===== config.mk =====
export PLATFORM = sky130hd
export DESIGN_NAME = hcbp_queue
export DESIGN_NICKNAME = d
export VERILOG_FILES = /design/src/hw/rtl/hcbp_pkg.sv /design/src/hw/rtl/hcbp_queue.sv
export SDC_FILE = /design/constraint.sdc
export NUM_CORES = 1
export LEC_CHECK = 0
export BUFFER_PORTS_ARGS = -buffer_cell sky130_fd_sc_hd__buf_2
export CAP_MARGIN = 20
export CORE_AREA = 2 2 105 107
export CTS_BUF_LIST = sky130_fd_sc_hd__clkbuf_8
export DETAILED_ROUTE_END_ITERATION = 16
export DIE_AREA = 0 0 107 109
export PLACE_DENSITY_LB_ADDON = 0.3
export SLEW_MARGIN = 40
export SYNTH_ARGS = -nofsm -noshare
export SYNTH_HDL_FRONTEND = slang
export SYNTH_SLANG_ARGS = --single-unit

===== constraint.sdc =====
create_clock -name clk -period 3.85 [get_ports clk]
set_input_delay 0.385 -clock clk [delete_from_list [all_inputs] [get_ports clk]]
set_output_delay 0.385 -clock clk [all_outputs]
set_load 0.02 [all_outputs]

===== src/hw/rtl/hcbp_pkg.sv =====
package hcbp_pkg;

    // Item function codes carried in the input tuser.
    typedef enum logic [1:0] {
        FUNC_LOAD   = 2'd0,
        FUNC_ENCODE = 2'd1,
        FUNC_FLUSH  = 2'd2
    } func_t;

    // Field widths of the input and output items.
    localparam int SYM_W     = 8;
    localparam int WORD_W    = 32;
    localparam int LEN_W     = 6;
    localparam int BYTE_W    = 8;
    localparam int VBITS_W   = 4;
    localparam int S_TDATA_W = 48;
    localparam int M_TDATA_W = 16;

    // Bit positions of the fields inside the input tdata.
    localparam int SYM_LSB  = 0;
    localparam int WORD_LSB = SYM_LSB + SYM_W;
    localparam int LEN_LSB  = WORD_LSB + WORD_W;

    // Packer accumulator: one pending byte followed by a full code word.
    localparam int ACC_W   = BYTE_W + WORD_W;
    localparam int TOTAL_W = 6;

    // Command queue between the table front end and the packer.
    localparam int QUEUE_DEPTH = 4;
    localparam int QPTR_W      = 2;
    localparam int QCNT_W      = 3;

    // One command for the packer: a flush, or a code word to append.
    typedef struct packed {
        logic              flush;
        logic [WORD_W-1:0] code;
        logic [LEN_W-1:0]  len;
    } cmd_t;

endpackage


===== src/hw/rtl/hcbp_queue.sv =====
module hcbp_queue (
    input  logic           clk,
    input  logic           rst_n,
    input  logic           in_valid,
    output logic           in_ready,
    input  hcbp_pkg::cmd_t in_cmd,
    output logic           out_valid,
    input  logic           out_ready,
    output hcbp_pkg::cmd_t out_cmd
);
    import hcbp_pkg::*;

    cmd_t              slot_reg [QUEUE_DEPTH];
    logic [QPTR_W-1:0] wr_ptr_reg, wr_ptr_next;
    logic [QPTR_W-1:0] rd_ptr_reg, rd_ptr_next;
    logic [QCNT_W-1:0] count_reg, count_next;
    logic              push;
    logic              pop;

    // Pointer and occupancy update.
    always_comb
    begin
        in_ready    = count_reg != QCNT_W'(QUEUE_DEPTH);
        out_valid   = count_reg != '0;
        out_cmd     = slot_reg[rd_ptr_reg];
        push        = in_valid && in_ready;
        pop         = out_valid && out_ready;
        wr_ptr_next = push ? wr_ptr_reg + 1'b1 : wr_ptr_reg;
        rd_ptr_next = pop ? rd_ptr_reg + 1'b1 : rd_ptr_reg;
        count_next  = count_reg;
        if (push && !pop)
        begin
            count_next = count_reg + 1'b1;
        end
        else if (pop && !push)
        begin
            count_next = count_reg - 1'b1;
        end
    end

    always_ff @(posedge clk or negedge rst_n)
    begin
        if (!rst_n)
        begin
            wr_ptr_reg <= '0;
            rd_ptr_reg <= '0;
            count_reg  <= '0;
        end
        else
        begin
            wr_ptr_reg <= wr_ptr_next;
            rd_ptr_reg <= rd_ptr_next;
            count_reg  <= count_next;
        end
    end

    // Slot storage.
    always_ff @(posedge clk)
    begin
        if (push)
        begin
            slot_reg[wr_ptr_reg] <= in_cmd;
        end
    end

endmodule


## After elaboration in Yosys (flattened, before gate mapping)

Memory sizes are Yosys's and may differ from the RTL's.
Cells that the tools add are included.

| storage, ports and cells | value |
|---|---|
| register bits after elaboration | 7 |
| latch bits | 0 |
| memory bits (writable) | 156 |
| memory bits (read-only) | 0 |
| output and inout bits | 41 |
| word-level logic and storage cells | 21 |
| memories kept | 1 |

Memory list:

| memory | words | width | read ports | clocked after Yosys merged registers in | write ports | RTL line | text |
|---|---|---|---|---|---|---|---|
| slot_reg | 4 | 39 | 1 | 0 | 1 | hcbp_queue.sv:13 | `cmd_t slot_reg [QUEUE_DEPTH];` |

| operators by class | value |
|---|---|
| add/subtract/negate cells | 4 |
| $mul | 0 |
| div/mod/pow operators | 0 |
| magnitude comparators | 0 |
| eq/ne operators | 1 |
| shift-type cells | 0 |
| muxes and demuxes | 4 |
| bitwise logic cells | 0 |
| reduce and logical (&&, ||, !) cells | 8 |

Operator list:

| cell | count |
|---|---|
| 3-bit 2-to-1 mux | 2 |
| 2-bit by 1-bit adder with 2-bit output, second input constant | 2 |
| 1-bit logical AND | 4 |
| 3-bit by 1-bit adder with 3-bit output, second input constant | 1 |
| 3-bit != test, second input constant | 1 |
| 3-bit nonzero test | 1 |
| 3-bit by 1-bit subtractor with 3-bit output, second input constant | 1 |
| 1-bit logical NOT | 2 |
| 1-bit 2-to-1 mux | 2 |
| 2-bit nonzero test | 1 |

## Longest topological paths before layout

| logic depth | value |
|---|---|
| word-level depth | 6 |
| gate-level depth with buffers | 8 |

## Worst setup path before layout

No wires, ideal clock.

| timing | value |
|---|---|
| kind | register -> register |
| start | register count_reg[0] |
| end | memory slot_reg[0][0] (netlist name) (enable) |
| setup time | 0.400 ns |
| arrival | 1.721 ns |
| required time | 3.450 ns |
| path slack | 1.729 ns |
| cell stages (with the launch flop) | 4 |
| path buffers | 0 |
| cell sequence | dfrtp_1 -> nor2_1 -> a21boi_2 -> and2_1 |

| on the way | value |
|---|---|
| word-level cells in the longest chain between the ends | 4 |

RTL lines:

| item | RTL line | text |
|---|---|---|
| from (decl) | hcbp_queue.sv:16 | `logic [QCNT_W-1:0] count_reg, count_next;` |
| from (signal assigned) | hcbp_queue.sv:53 | `count_reg <= count_next;` |
| 3-bit != test | hcbp_queue.sv:23 | `in_ready = count_reg != QCNT_W'(QUEUE_DEPTH);` |
| 1-bit logical AND | hcbp_queue.sv:26 | `push = in_valid && in_ready;` |
| via push | hcbp_queue.sv:17 | `logic push;` |
| 1-bit 2-to-1 mux | hcbp_queue.sv:60 | `if (push)` |
| 1-bit 2-to-1 mux (not written as such) | hcbp_queue.sv:62 | `slot_reg[wr_ptr_reg] <= in_cmd;` |
| to (decl) | hcbp_queue.sv:13 |  |

The timed path passes the listed nets, and every way through them passes these cells.

==> run_summary.xml <==
<?xml version="1.0" encoding="UTF-8"?>
<metrics>
  <group name="drt">
    <metric name="routedWlPerCell" unit="µm">19.4</metric>
    <metric name="dr_wl_met2" unit="µm">4730</metric>
    <metric name="drc_violations_left" unit="">0</metric>
    <metric name="avgViaCountPerCell" unit="">5.49</metric>
    <metric name="firstDrtPassIters" unit="">6</metric>
    <metric name="wirelength" unit="µm">9460</metric>
    <metric name="topRoutingLayerUsed" unit="">met4</metric>
    <metric name="ant_nets" unit="">0</metric>
    <metric name="drt_first_iter_violations" unit="">116</metric>
    <metric name="met1_length" unit="µm">4050</metric>
    <metric name="route.met3.wl" unit="µm">539</metric>
    <metric name="routed-via-count" unit="">2680</metric>
  </group>
  <group name="critical_path">
    <metric name="crit_type" unit="">register to output pin</metric>
    <metric name="worst-endpoint-arrival" unit="ns">2.23</metric>
    <metric name="critPathLaunchType" unit="">register</metric>
    <metric name="timing.critical_path.to_type" unit="">output pin</metric>
    <metric name="required" unit="ns">3.46</metric>
    <metric name="critical_path_peak_fanout" unit="">25</metric>
  </group>
  <group name="clock_tree">
    <metric name="cts_inserted_buffers" unit="">17</metric>
    <metric name="holdBufCountCts" unit="">1</metric>
    <metric name="clock_root_buffer" unit="">sky130_fd_sc_hd__clkbuf_8</metric>
    <metric name="tritoncts_clock_tree" unit="">yes</metric>
    <metric name="max-clock-path-buffers" unit="">2</metric>
    <metric name="number_of_gates_resized_after_cts" unit="">0</metric>
    <metric name="cts.sinks" unit="">163</metric>
    <metric name="insertion_delay" unit="ns">0.43</metric>
    <metric name="htreeDepth" unit="">4</metric>
    <metric name="cts_post_setup_buffers_inserted" unit="">0</metric>
    <metric name="clk_pin_slew" unit="ns">0.08</metric>
  </group>
  <group name="global_routing">
    <metric name="grt-ovfl-total" unit="">0</metric>
    <metric name="grt_antenna_before_repair" unit="">0</metric>
    <metric name="first_global_vias" unit="">2792</metric>
    <metric name="grtUsageTotal" unit="%">17.6</metric>
    <metric name="maximum_number_of_pins_on_one_net_before_global_route_repair" unit="">41</metric>
    <metric name="first_pass_grt_wire_length" unit="µm">14500</metric>
  </group>
  <group name="die">
    <metric name="io_pins" unit="">84</metric>
    <metric name="floorplan.die.width" unit="µm">107</metric>
    <metric name="floorplan.die_area" unit="µm²">11700</metric>
    <metric name="core_region_area" unit="µm²">10600</metric>
    <metric name="fp.dieH" unit="µm">109</metric>
    <metric name="rows" unit="">38</metric>
    <metric name="start_util" unit="%">57.4</metric>
  </group>
  <group name="yosys">
    <metric name="avgSynthCellArea" unit="µm²">25.5</metric>
    <metric name="sequential_fraction_of_the_synthesis_area" unit="%">79.9</metric>
    <metric name="yosysUniqueCellTypes" unit="">19</metric>
    <metric name="synth_nets" unit="">288</metric>
    <metric name="yosysWarnings" unit="">0</metric>
    <metric name="syn_inst" unit="">239</metric>
    <metric name="yosys_register_bits" unit="">163</metric>
    <metric name="syn-cell-area" unit="µm²">6080</metric>
  </group>
  <group name="finish">
    <metric name="design_area" unit="µm²">6970</metric>
    <metric name="utilization" unit="%">65.7</metric>
    <metric name="area_growth" unit="%">14.5</metric>
    <metric name="nets" unit="">384</metric>
    <metric name="flip_flop_count_of_the_largest_register_after_layout" unit="">156</metric>
    <metric name="antennaDiodeCount" unit="">0</metric>
    <metric name="share_of_cells_above_drive_strength_1" unit="%">45.4</metric>
  </group>
  <group name="timing">
    <metric name="final_hold_viol_count" unit="">0</metric>
    <metric name="timing.slew.headroom" unit="%">59.4</metric>
    <metric name="fin_crit" unit="ns">2.62</metric>
    <metric name="rsz0062_at_grt" unit="">false</metric>
    <metric name="timing_worst_slew_pin_value" unit="ns">0.608</metric>
    <metric name="setup_violations" unit="">0</metric>
    <metric name="worst_clock_skew" unit="ns">0.00582</metric>
    <metric name="max_freq" unit="GHz">0.382</metric>
    <metric name="setup_tns_after_final_layout" unit="ns">0</metric>
    <metric name="report.final.slew_viol_count" unit="">0</metric>
    <metric name="fin_hold_ws" unit="ns">0.164</metric>
    <metric name="final_min_period_over_clock_period" unit="%">68.0</metric>
  </group>
  <group name="run">
    <metric name="drv_cap" unit="">0</metric>
  </group>
  <group name="placed_design">
    <metric name="dpl_cell_area" unit="µm²">6600</metric>
    <metric name="port-buffer-count" unit="">83</metric>
    <metric name="routabilityCongestion" unit="">0.686</metric>
    <metric name="dpl.hpwl" unit="µm">5480</metric>
  </group>
  <group name="power">
    <metric name="max-vdd-ir-drop" unit="V">0.000565</metric>
    <metric name="power_leakage" unit="nW">2.43</metric>
    <metric name="powerDensity" unit="nW/µm²">765</metric>
  </group>
  <group name="run_status">
    <metric name="outcome" unit="">finished clean</metric>
  </group>
  <group name="worst_hold_path">
    <metric name="timing.hold.worst.class" unit="">input port to register</metric>
  </group>
</metrics>
## power by group
part / leakage, nW / total [W] / internal, W / switching (W)
clock: 0.213 / 0.00109 / 0.000562 / 0.000533
combinational: 0.708 / 0.00162 / 0.000731 / 0.000891
sequential: 1.51 / 0.00261 / 0.00236 / 0.000256
## final cells by class
type                       count  area (µm²)
sequential                   163        4870
fill                         724        3630
clock buffer                  21         289
multi-input combinational     64        1110
inverter                       3        11.3
clock inverter                11        72.6
timing repair buffer          86         440
tap                          140         175
## cell usage after synthesis
cell type | n | area (µm²)
sky130_fd_sc_hd__mux2_2 | 2 | 22.5
sky130_fd_sc_hd__or3_1 | 1 | 6.26
sky130_fd_sc_hd__fa_1 | 1 | 20.0
sky130_fd_sc_hd__buf_6 | 1 | 11.3
sky130_fd_sc_hd__a21boi_2 | 1 | 11.3
sky130_fd_sc_hd__mux4_2 | 38 | 856
sky130_fd_sc_hd__buf_2 | 4 | 20.0
sky130_fd_sc_hd__buf_12 | 4 | 80.1
sky130_fd_sc_hd__inv_1 | 3 | 11.3
sky130_fd_sc_hd__nand2_1 | 2 | 7.51
sky130_fd_sc_hd__nand3_1 | 1 | 5.00
sky130_fd_sc_hd__mux4_1 | 1 | 26.3
sky130_fd_sc_hd__edfxtp_1 | 156 | 4680
sky130_fd_sc_hd__and2_1 | 4 | 25.0
sky130_fd_sc_hd__xnor2_1 | 4 | 35.0
sky130_fd_sc_hd__dfrtp_1 | 7 | 175
sky130_fd_sc_hd__nor2_1 | 2 | 7.51
sky130_fd_sc_hd__ha_1 | 5 | 62.6
sky130_fd_sc_hd__xor2_1 | 2 | 17.5
## critical path, stage by stage (launching register included)
cell and delay [ns]:
sky130_fd_sc_hd__dfrtp_4 0.74, sky130_fd_sc_hd__buf_4 0.32, sky130_fd_sc_hd__mux4_2 0.54, sky130_fd_sc_hd__buf_2 0.18
## cells in the final DEF (no fill, tap or decap), types with 4 or more instances in the layout
master,instances
sky130_fd_sc_hd__clkbuf_8,21
sky130_fd_sc_hd__edfxtp_1,156
sky130_fd_sc_hd__xnor2_1,4
sky130_fd_sc_hd__inv_1,9
sky130_fd_sc_hd__mux4_2,38
sky130_fd_sc_hd__buf_2,83
sky130_fd_sc_hd__clkinv_2,4
sky130_fd_sc_hd__dfrtp_1,5
sky130_fd_sc_hd__and2_4,4
sky130_fd_sc_hd__ha_1,5
## per-layer routing
layer	global-route usage [%]	vias to the layer above
li1	-	1201
met1	22.7	1390
met2	28.1	74
met3	5.62	15
met4	7.51	0
met5	0	-
## stage by stage
stage	total power, W	setup WS (ns)	instances
6_report	0.00533	1.23	488
5_1_grt	0.00559	1.07	488
4_1_cts	0.00541	1.14	488
3_5_place_dp	0.00431	1.63	455
3_3_place_gp	0.00428	1.40	455
2_1_floorplan	0.00386	1.73	239
## worst paths after layout
check	startpoint	endpoint	slack, ns	cells past startpoint
max	rd_ptr_reg[0]	out_cmd[18]	1.23	3
min	in_cmd[30]	slot_reg[0][30]	0.16	1
max reg2reg	count_reg[1]	count_reg[2]	1.71	8
min reg2reg	count_reg[2]	count_reg[2]	0.55	1
max in group asynchronous	rst_n	rd_ptr_reg[0]	3.35	2
min in group asynchronous	rst_n	count_reg[0]	0.33	2
## cell families after synthesis
| family | count (synthesis) | synth area share [%] |
|---|---|---|
| AOI/OAI and AO/OA | 1 | 0.185 |
| xor gates and xnor gates | 6 | 0.864 |
| adders and majority gates | 6 | 1.36 |
| buffers and inverters | 12 | 2.02 |
| DFF | 163 | 79.9 |
| muxes | 41 | 14.9 |
| and+or+nand+nor | 10 | 0.843 |
Note: power is estimated with default switching activity, not from simulation.
