## src/hw/rtl/hcbp_pkg.sv

```systemverilog
package hcbp_pkg;

    // Item function codes carried in the input tuser.
    typedef enum logic [1:0] {
        FUNC_LOAD   = 2'd0,
        FUNC_ENCODE = 2'd1,
        FUNC_FLUSH  = 2'd2
    } func_t;

    // Field widths of the input and output items.
    localparam int SYM_W     = 8;
    localparam int WORD_W    = 32;
    localparam int LEN_W     = 6;
    localparam int BYTE_W    = 8;
    localparam int VBITS_W   = 4;
    localparam int S_TDATA_W = 48;
    localparam int M_TDATA_W = 16;

    // Bit positions of the fields inside the input tdata.
    localparam int SYM_LSB  = 0;
    localparam int WORD_LSB = SYM_LSB + SYM_W;
    localparam int LEN_LSB  = WORD_LSB + WORD_W;

    // Packer accumulator: one pending byte followed by a full code word.
    localparam int ACC_W   = BYTE_W + WORD_W;
    localparam int TOTAL_W = 6;

    // Command queue between the table front end and the packer.
    localparam int QUEUE_DEPTH = 4;
    localparam int QPTR_W      = 2;
    localparam int QCNT_W      = 3;

    // One command for the packer: a flush, or a code word to append.
    typedef struct packed {
        logic              flush;
        logic [WORD_W-1:0] code;
        logic [LEN_W-1:0]  len;
    } cmd_t;

endpackage

```

## src/hw/rtl/hcbp_packer.sv

```systemverilog
module hcbp_packer (
    input  logic                           clk,
    input  logic                           rst_n,
    input  logic                           cmd_valid,
    output logic                           cmd_ready,
    input  hcbp_pkg::cmd_t                 cmd,
    output logic                           m_tvalid,
    input  logic                           m_tready,
    // out_byte [7:0], valid_bits [11:8], zero padding above
    output logic [hcbp_pkg::M_TDATA_W-1:0] m_tdata,
    // last
    output logic                           m_tlast
);
    import hcbp_pkg::*;

    // The top byte of the accumulator is the pending byte; total counts its bits.
    logic [ACC_W-1:0]   acc_reg, acc_next;
    logic [TOTAL_W-1:0] total_reg, total_next;

    logic               m_valid_reg, m_valid_next;
    logic [BYTE_W-1:0]  out_byte_reg, out_byte_next;
    logic [VBITS_W-1:0] valid_bits_reg, valid_bits_next;
    logic               last_reg, last_next;
    logic               load_out;

    logic               out_free;
    logic               emitting;
    logic               pop;
    logic [WORD_W-1:0]  code_al;
    logic [LEN_W-1:0]   shamt;

    always_comb
    begin
        m_tvalid = m_valid_reg;
        m_tdata  = {(M_TDATA_W-BYTE_W-VBITS_W)'(0), valid_bits_reg, out_byte_reg};
        m_tlast  = last_reg;
    end

    // Packing: append one code word per encode command, then drain whole bytes; a flush sends the partial byte.
    always_comb
    begin
        out_free  = !m_valid_reg || m_tready;
        emitting  = total_reg >= TOTAL_W'(BYTE_W);
        cmd_ready = !emitting && (out_free || !cmd.flush);
        pop       = cmd_valid && cmd_ready;
        shamt     = LEN_W'(WORD_W) - cmd.len;
        code_al   = cmd.code << shamt;

        acc_next        = acc_reg;
        total_next      = total_reg;
        m_valid_next    = m_valid_reg && !m_tready;
        out_byte_next   = out_byte_reg;
        valid_bits_next = valid_bits_reg;
        last_next       = last_reg;
        load_out        = 1'b0;

        if (emitting && out_free)
        begin
            // A full byte leaves; it is the last one when fewer than 8 bits remain.
            load_out        = 1'b1;
            m_valid_next    = 1'b1;
            out_byte_next   = acc_reg[ACC_W-1 -: BYTE_W];
            valid_bits_next = VBITS_W'(BYTE_W);
            last_next       = total_reg < TOTAL_W'(2*BYTE_W);
            acc_next        = acc_reg << BYTE_W;
            total_next      = total_reg - TOTAL_W'(BYTE_W);
        end
        else if (pop)
        begin
            if (cmd.flush)
            begin
                // A partial byte goes out zero-padded; nothing goes out when empty.
                if (total_reg[2:0] != '0)
                begin
                    load_out        = 1'b1;
                    m_valid_next    = 1'b1;
                    out_byte_next   = acc_reg[ACC_W-1 -: BYTE_W];
                    valid_bits_next = VBITS_W'(total_reg[2:0]);
                    last_next       = 1'b1;
                end
                acc_next   = '0;
                total_next = '0;
            end
            else
            begin
                acc_next   = {acc_reg[ACC_W-1 -: BYTE_W], WORD_W'(0)}
                           | ({code_al, BYTE_W'(0)} >> total_reg[2:0]);
                total_next = total_reg + TOTAL_W'(cmd.len);
            end
        end
    end

    always_ff @(posedge clk or negedge rst_n)
    begin
        if (!rst_n)
        begin
            acc_reg     <= '0;
            total_reg   <= '0;
            m_valid_reg <= 1'b0;
        end
        else
        begin
            acc_reg     <= acc_next;
            total_reg   <= total_next;
            m_valid_reg <= m_valid_next;
        end
    end

    // Output payload register.
    always_ff @(posedge clk)
    begin
        if (load_out)
        begin
            out_byte_reg   <= out_byte_next;
            valid_bits_reg <= valid_bits_next;
            last_reg       <= last_next;
        end
    end

endmodule

```

## config.mk

```make
export PLATFORM = sky130hd
export DESIGN_NAME = hcbp_packer
export DESIGN_NICKNAME = d
export VERILOG_FILES = /design/src/hw/rtl/hcbp_pkg.sv /design/src/hw/rtl/hcbp_packer.sv
export SDC_FILE = /design/constraint.sdc
export NUM_CORES = 1
export LEC_CHECK = 0
export ABC_AREA = 1
export BUFFER_PORTS_ARGS = -buffer_cell sky130_fd_sc_hd__buf_2
export CAP_MARGIN = 10
export CORE_ASPECT_RATIO = 1.2
export CORE_UTILIZATION = 60
export CTS_CLUSTER_SIZE = 20
export DETAILED_ROUTE_END_ITERATION = 8
export GPL_TIMING_DRIVEN = 1
export PLACE_DENSITY = 0.87
export SLEW_MARGIN = 5
export SYNTH_ARGS = -nofsm -noshare
export SYNTH_HDL_FRONTEND = slang
export SYNTH_SLANG_ARGS = --single-unit
```

## constraint.sdc

```tcl
create_clock -name clk -period 2.51 [get_ports clk]
set_input_delay 0.502 -clock clk [delete_from_list [all_inputs] [get_ports clk]]
set_output_delay 0.502 -clock clk [all_outputs]
set_load 0.02 [all_outputs]
```

# == Yosys cells after proc, flatten, opt, wreduce, memory -nomap -nowiden ==
# Cells that the tools add are included.
# classes
reduce_logical,15
shift,2
muxes,25
bitwise_logic,1
magnitude_cmp,2
addsub,3
# ops
operator,count
2-to-1 mux 40 bit,3
bitwise OR 40 bit,1
right shift 40 x 3 -> 40 bit,1
2-to-1 mux 8 bit,4
<< shifter 32 x 6 -> 32 bit,1
2-to-1 mux 6 bit,3
2-to-1 mux 1 bit,12
2-to-1 mux 4 bit,3
adder 6 bit,1
">= comparator 6 x 4 -> 1 bit, second input constant",1
"< comparator 6 x 5 -> 1 bit, second input constant",1
nonzero test 2 bit,3
"subtractor 6 x 4 -> 6 bit, second input constant",1
"subtractor 6 bit, first input constant",1
logical AND 1 bit,4
zero test 1 bit,4
AND reduction 4 bit,1
nonzero test 3 bit,1
logical OR 1 bit,2
# totals
reg_bits,60
inputBits,43
output_inout_bits,19
wordCells,54

# == Logic depth before layout (Yosys ltp) ==
# Gate-level depths: netlist (run 1).
# logic_depth
word_depth,8
ltp_mapped,19
depth_no_buf,16

# == Worst setup path after synthesis (run 1) ==
# OpenSTA, ideal clock, no wires.
# synth_path
kind,input to register
startpoint,input cmd[0] (netlist name)
endpoint,register acc_reg[33]
required_time_ps,2394
arrival_ps,2424
setup_time_ps,116
path_slack_ps,-30
cell_stages,17
path_cell_list,buf_4 inv_4 buf_2 ha_1 inv_2 clkbuf_1 nand3_1 nand3_1 nand3_1 nand3_1 nand2_1 nand2_1 nand2_1 nand3_1 nand3_1 nand2_1 nand2_1
# synth_between
elab_chain_len,7
# synth_rtl
item,line_no,rtl
from (decl),hcbp_packer.sv:6,"input hcbp_pkg::cmd_t cmd,"
subtractor 6 bit,hcbp_packer.sv:46,shamt = LEN_W'(WORD_W) - cmd.len;
<< shifter 32 x 6 -> 32 bit,hcbp_packer.sv:47,code_al = cmd.code << shamt;
right shift 40 x 3 -> 40 bit,hcbp_packer.sv:87,"| ({code_al, BYTE_W'(0)} >> total_reg[2:0]);"
bitwise OR 40 bit,hcbp_packer.sv:87,
2-to-1 mux 40 bit,hcbp_packer.sv:70,if (cmd.flush)
2-to-1 mux 40 bit,hcbp_packer.sv:68,else if (pop)
2-to-1 mux 40 bit,hcbp_packer.sv:57,if (emitting && out_free)
to (signal assigned),hcbp_packer.sv:103,acc_reg <= acc_next;
to (decl),hcbp_packer.sv:17,"logic [ACC_W-1:0] acc_reg, acc_next;"
# No other way between the ends. The select of a mux whose other input is x is not followed.
# A chain may end at the register's enable or synchronous reset.

# == Worst setup path after layout (run 1) ==
# layout_path
startpoint,input cmd[1] (netlist name)
endpoint,register acc_reg[30]
# Same word-level chain as after synthesis.

==> impl_results.md, run 1 <==
- Run status: finished, final reports clean
- Area grow syn2layout: 13.6%
- Initial drt markers: 702
- Max clock buf depth: 2
- WL/cell: 17.0 um
- N_diodes: 0
- Avg Cell Area, Syn: 6.51 sq um
- Clock Latency Late Sink: 350 ps
- Post-CTS Setup Bufs: 0
- Hold Buf Count CTS: 0
- Critical Path RT: 2740 ps
- Actual slew at the worst max-slew pin: 607 ps
- Final setup violation count: 0
- Die area: 9360 sq um
- Largest fanout on the critical path: 23
- Port Buffer Count: 57
- Fin crit period: 2300 ps
- Placed Area: 5940 sq um
- MaxCap Viol Count: 0
- Worst VDD drop: 0.000462 V
- Max reg flops: 39
- Mapped cell area: 5380 sq um
- Synth top area share: 27.9%
- Final Hold Viols: 0
- Mapped Cells: 827
- Initial Util: 62.2%
- TritonCTS Sinks: 59
- Unrepaired setup endpoints after global routing: no
- Routed wire length: 17.2 mm
- CP Launch Type: input pin
- Grt total ovfl: 0
- Commonest non-fill, non-tap cell in the layout: nand3_1
- GP Congestion: 1.12
- Final Max Tran Viols: 0
- Antenna violations before repair: 0
- Post_cts resized: 0
- Clock skew: 5.99 ps
- Leakage power: 2.90 nW
- Slew headroom: 59.5%
- CTS tree: yes
- Fillers: 734
- Setup CP Type: input pin to flop
- Post-synth ARST share: 78.0%
- Clock slew at reported path FFs: 60 ps
- Yosys warns: 0
- Power per cell area: 800 nW/um^2
- Post-synthesis cell type count: 39
- Layout net count: 939
- DRT antenna net count: 0
- EDFF count, synth: 13
- Multi-input gate area: 3320 sq um
- Fmax: 0.434 GHz
- Gr usage total: 38.5%
- Predominant post-synthesis flop cell: dfrtp_1
- Die span in y: 106 um
- Total Power Consumption: 0.00489 W
- Most frequent cells in the layout: nand3_1 (300), nand2_1 (203), buf_2 (57)
- Via count: 6,325
- Worst Path Arrival: 2530 ps
- Synth top area cells: nand3_1 (28%), dfrtp_1 (21%), nand2_1 (14%)
- Critical path capture point type: flop
- Synth area leader: nand3_1
- Period utilization: 91.7%
- Share of cells above drive strength 1: 16.0%
- Largest net degree at the start of global routing: 38
- Hold Path Class: input pin to asynchronous set/reset pin
- Reg area: 1540 sq um
- Total CTS buffers: 9
- Die X: 88.5 um
- Residual DRC: 0
- Design Area, Final: 6120 sq um
- Register area share after synthesis: 28.6%
- DRT Pass-1 Iters: 6
- Hold WS: 95.4 ps
- # IOs: 62
- Max H-tree Level: 3
- Core Footprint: 8660 sq um
- Vias per inst: 6.27
- Vias in the first global route: 5,834
- Root buffer cell: clkbuf_8
- First-pass GRT wire length: 28.0 mm
- Post-detail-place hpwl: 13.3 mm
- Row count: 37
- Synth Register Bits: 59
## synth_stat cells (all sizes together), types with 2 or more instances
cell,instances
inv,53
o2111ai,8
xor2,6
nor3,2
nand4,20
nand3,301
buf,46
o221ai,6
nor2,20
dfrtp,46
a21oi,15
o21ai,31
nand2,209
edfxtp,13
a31oi,3
o22ai,12
or2,2
clkbuf,13
o211ai,9
ha,8
## final timing paths
path	end	slack, ps	cells after the start	from
max	acc_reg[30]	210	13	cmd[1]
min	acc_reg[39]	100	1	rst_n
max reg2reg	acc_reg[11]	240	10	total_reg[5]
min reg2reg	out_byte_reg[7]	450	0	acc_reg[39]
max in group asynchronous	acc_reg[15]	1820	2	rst_n
min in group clk	out_byte_reg[7]	450	0	acc_reg[39]
## kinds of logic (layout without fill, tap and decap cells)
logic type | Yosys count | after routing | share of synthesized area [%]
adders and majority gates | 9 | 9 | 2.23
AOI/OAI and AO/OA | 84 | 84 | 9.85
and+or+nand+nor | 555 | 555 | 48.2
xor gates and xnor gates | 6 | 6 | 0.976
DFF | 59 | 59 | 28.6
other | 1 | 4 | 0.0697
buffers and inverters | 113 | 175 | 9.99
## cell type report
cell class / instances / share of cell area, %
well taps: 117 / 2.39
clock buffers: 12 / 2.21
flip-flops and latches: 59 / 25.2
multi-input cells: 658 / 54.2
clock inverters: 4 / 0.675
inverters: 54 / 3.35
repair buffers: 105 / 12.0
## metal layers
metal | track usage [%] | up-vias | part of all wire, %
li1 | - | 3006 | -
met1 | 47.7 | 2842 | 39
met2 | 59.7 | 384 | 47
met3 | 7.36 | 93 | 8.0
met4 | 25.8 | 0 | 6.7
met5 | 0 | - | 0
## worst max-delay path: stages
cell     delay, ps
buf_2           90
inv_1           70
ha_1           330
buf_4          280
nand3_1        140
nand3_1        150
nand3_1        130
nand3_1        120
nand3_1        140
nand2_1        190
nand2_1        110
a31oi_1        190
nand2_1         80
## per-stage QoR
| step | worst slack [ps] | TNS [ps] | utilization, % | cells |
|---|---|---|---|---|
| after floorplan | 53.3 | 0 | - | 830 |
| after global placement | 5.30 | 0 | 68.6 | 993 |
| after detailed placement | -68.8 | -242 | 68.6 | 993 |
| after CTS | 275 | 0 | 70.7 | 1009 |
| after global routing | 65.1 | 0 | 70.7 | 1009 |
| final | 208 | 0 | 70.7 | 1009 |
## power breakdown
part / leakage, nW / internal [W] / switching, W
sequential: 0.765 / 0.00125 / 0.000124
combinational: 2.04 / 0.000840 / 0.00188
clock: 0.0871 / 0.000449 / 0.000355
Power figures use the tool's default switching activity.
==> inputs of run 2 (changes only) <==
Settings changed: CORE_MARGIN from default to 3, PLACE_DENSITY 0.87 to 0.79.
==> impl_results.md, run 2 (synthesized netlist as in run 1, its figures left out) <==
- Run status: finished, final reports clean
- Port Buffer Count: 57
- Commonest non-fill, non-tap cell in the layout: nand3_1
- DRT antenna net count: 0
- Grt total ovfl: 0
- Row count: 37
- MaxCap Viol Count: 0
- Hold Buf Count CTS: 0
- Register share of total power: 28.6%
- Core Footprint: 8660 sq um
- First-pass GRT wire length: 28.2 mm
- Final Max Tran Viols: 0
- Post-CTS Setup Bufs: 0
- Core Util, Final: 69.9%
- WL/cell: 17.3 um
- Final setup margin: 186 ps
- TritonCTS Sinks: 59
- Post-detail-place hpwl: 13.5 mm
- Int Pwr: 0.00243 W
- DRT Pass-1 Iters: 6
- Hold Path Class: input pin to asynchronous set/reset pin
- CTS tree: yes
- Fin crit period: 2320 ps
- Worst Path Arrival: 2520 ps
- Leakage power: 2.86 nW
- Antenna violations before repair: 0
- Switching Fraction: 49.7%
- # IOs: 62
- Power per cell area: 798 nW/um^2
- Initial Util: 62.2%
- Clock Latency Late Sink: 340 ps
- Actual slew at the worst max-slew pin: 611 ps
- Most frequent cells in the layout: nand3_1 (300), nand2_1 (203), buf_2 (57)
- Clock Power Share: 14.6%
- Final Hold Viols: 0
- Crit-path max cell delay: 320 ps
- Initial drt markers: 705
- Vias per inst: 6.27
- Clock slew at reported path FFs: 70 ps
- Max stage delay cell, worst path: ha_1
- Hold WS: 164 ps
- GP Congestion: 1.06
- Die area: 10,200 sq um
- Vias in the first global route: 5,680
- Logic pwr share: 56.8%
- Worst VDD drop: 0.000366 V
- Max H-tree Level: 3
- Crit path max-delay family: simple AND/OR/NAND/NOR gates
- CP bufs+invs: 4
- Critical Path RT: 2710 ps
- N_diodes: 0
- Slew headroom: 59.3%
- Unrepaired setup endpoints after global routing: no
- CP Launch Type: input pin
- Met3 WL post-DR: 1.40 mm
- Total CTS buffers: 9
- Largest net degree at the start of global routing: 38
- Psw: 0.00240 W
- Design Area, Final: 6050 sq um
- Setup_tns: 0 ps
- Post_cts resized: 0
- Area grow syn2layout: 12.5%
- Max clock buf depth: 2
- Fillers: 760
- Routed wire length: 17.4 mm
- Final setup violation count: 0
- Share of cells above drive strength 1: 15.5%
- Placed Area: 5900 sq um
- Root buffer cell: clkbuf_8
- Via count: 6,284
- Detail Route met2 WL: 8.51 mm
- DRT met1 WL: 6.77 mm
- Largest fanout on the critical path: 17
- Setup CP Type: input pin to flop
- Clock skew: 8.73 ps
- Layout net count: 932
- Residual DRC: 0
- Period utilization: 92.6%
- Critical-path cell list: buf_2 > inv_1 > ha_1 > buf_4 > buf_12 > nand3_1 > nand3_1 > nand3_1 > nand3_1 > nand3_1 > nand2_1 > nand2_1 > nand3_1 > o211ai_1
- Highest metal used: met4
- Fmax: 0.430 GHz
- Worst path most repeated cell: nand3_1
- Setup WS pre-CTS: -90.1 ps
- Max reg flops: 39
- Critical path capture point type: flop
- Gr usage total: 34.9%
- Die span in y: 110 um
- Die X: 92.5 um
[run 2: final timing paths]
kind	from	endpoint	slack, ps	cells after the start
max	cmd[1]	acc_reg[34]	190	14
min	rst_n	m_tvalid	160	1
max reg2reg	total_reg[4]	acc_reg[10]	270	11
min reg2reg	acc_reg[38]	out_byte_reg[6]	460	0
max in group asynchronous	rst_n	acc_reg[2]	1740	2
min in group clk	acc_reg[38]	out_byte_reg[6]	460	0
[run 2: power by group through the flow]
stage,Combinational [W],Clock [W],Sequential (W)
after detailed placement,0.00267,0,0.00140
after global routing,0.00300,0.000734,0.00141
final,0.00274,0.000703,0.00138
after floorplan,0.00176,0,0.00150
after CTS,0.00268,0.000694,0.00138
after global placement,0.00259,0,0.00138
[run 2: final cells by class]
cell class / count / area (sq um) / area share, %
Tap cell: 117 / 146 / 2.42
Sequential cell: 59 / 1540 / 25.5
Timing Repair Buffer: 98 / 693 / 11.4
Multi-Input combinational cell: 658 / 3320 / 54.8
Clock buffer: 11 / 131 / 2.17
Inverter: 54 / 205 / 3.39
Clock inverter: 5 / 21.3 / 0.351
[run 2: stage by stage]
| stage | total power, W | cells |
|---|---|---|
| final | 0.00483 | 1002 |
| after global routing | 0.00514 | 1002 |
| after CTS | 0.00476 | 1002 |
| after detailed placement | 0.00407 | 986 |
| after global placement | 0.00397 | 986 |
| after floorplan | 0.00326 | 830 |
[run 2: metal layers]
metal  track usage [%]  vias to the layer above
li1                  -                     2997
met1              44.8                     2812
met2              59.9                      392
met3              3.90                       83
met4              14.3                        0
met5                 0                        -
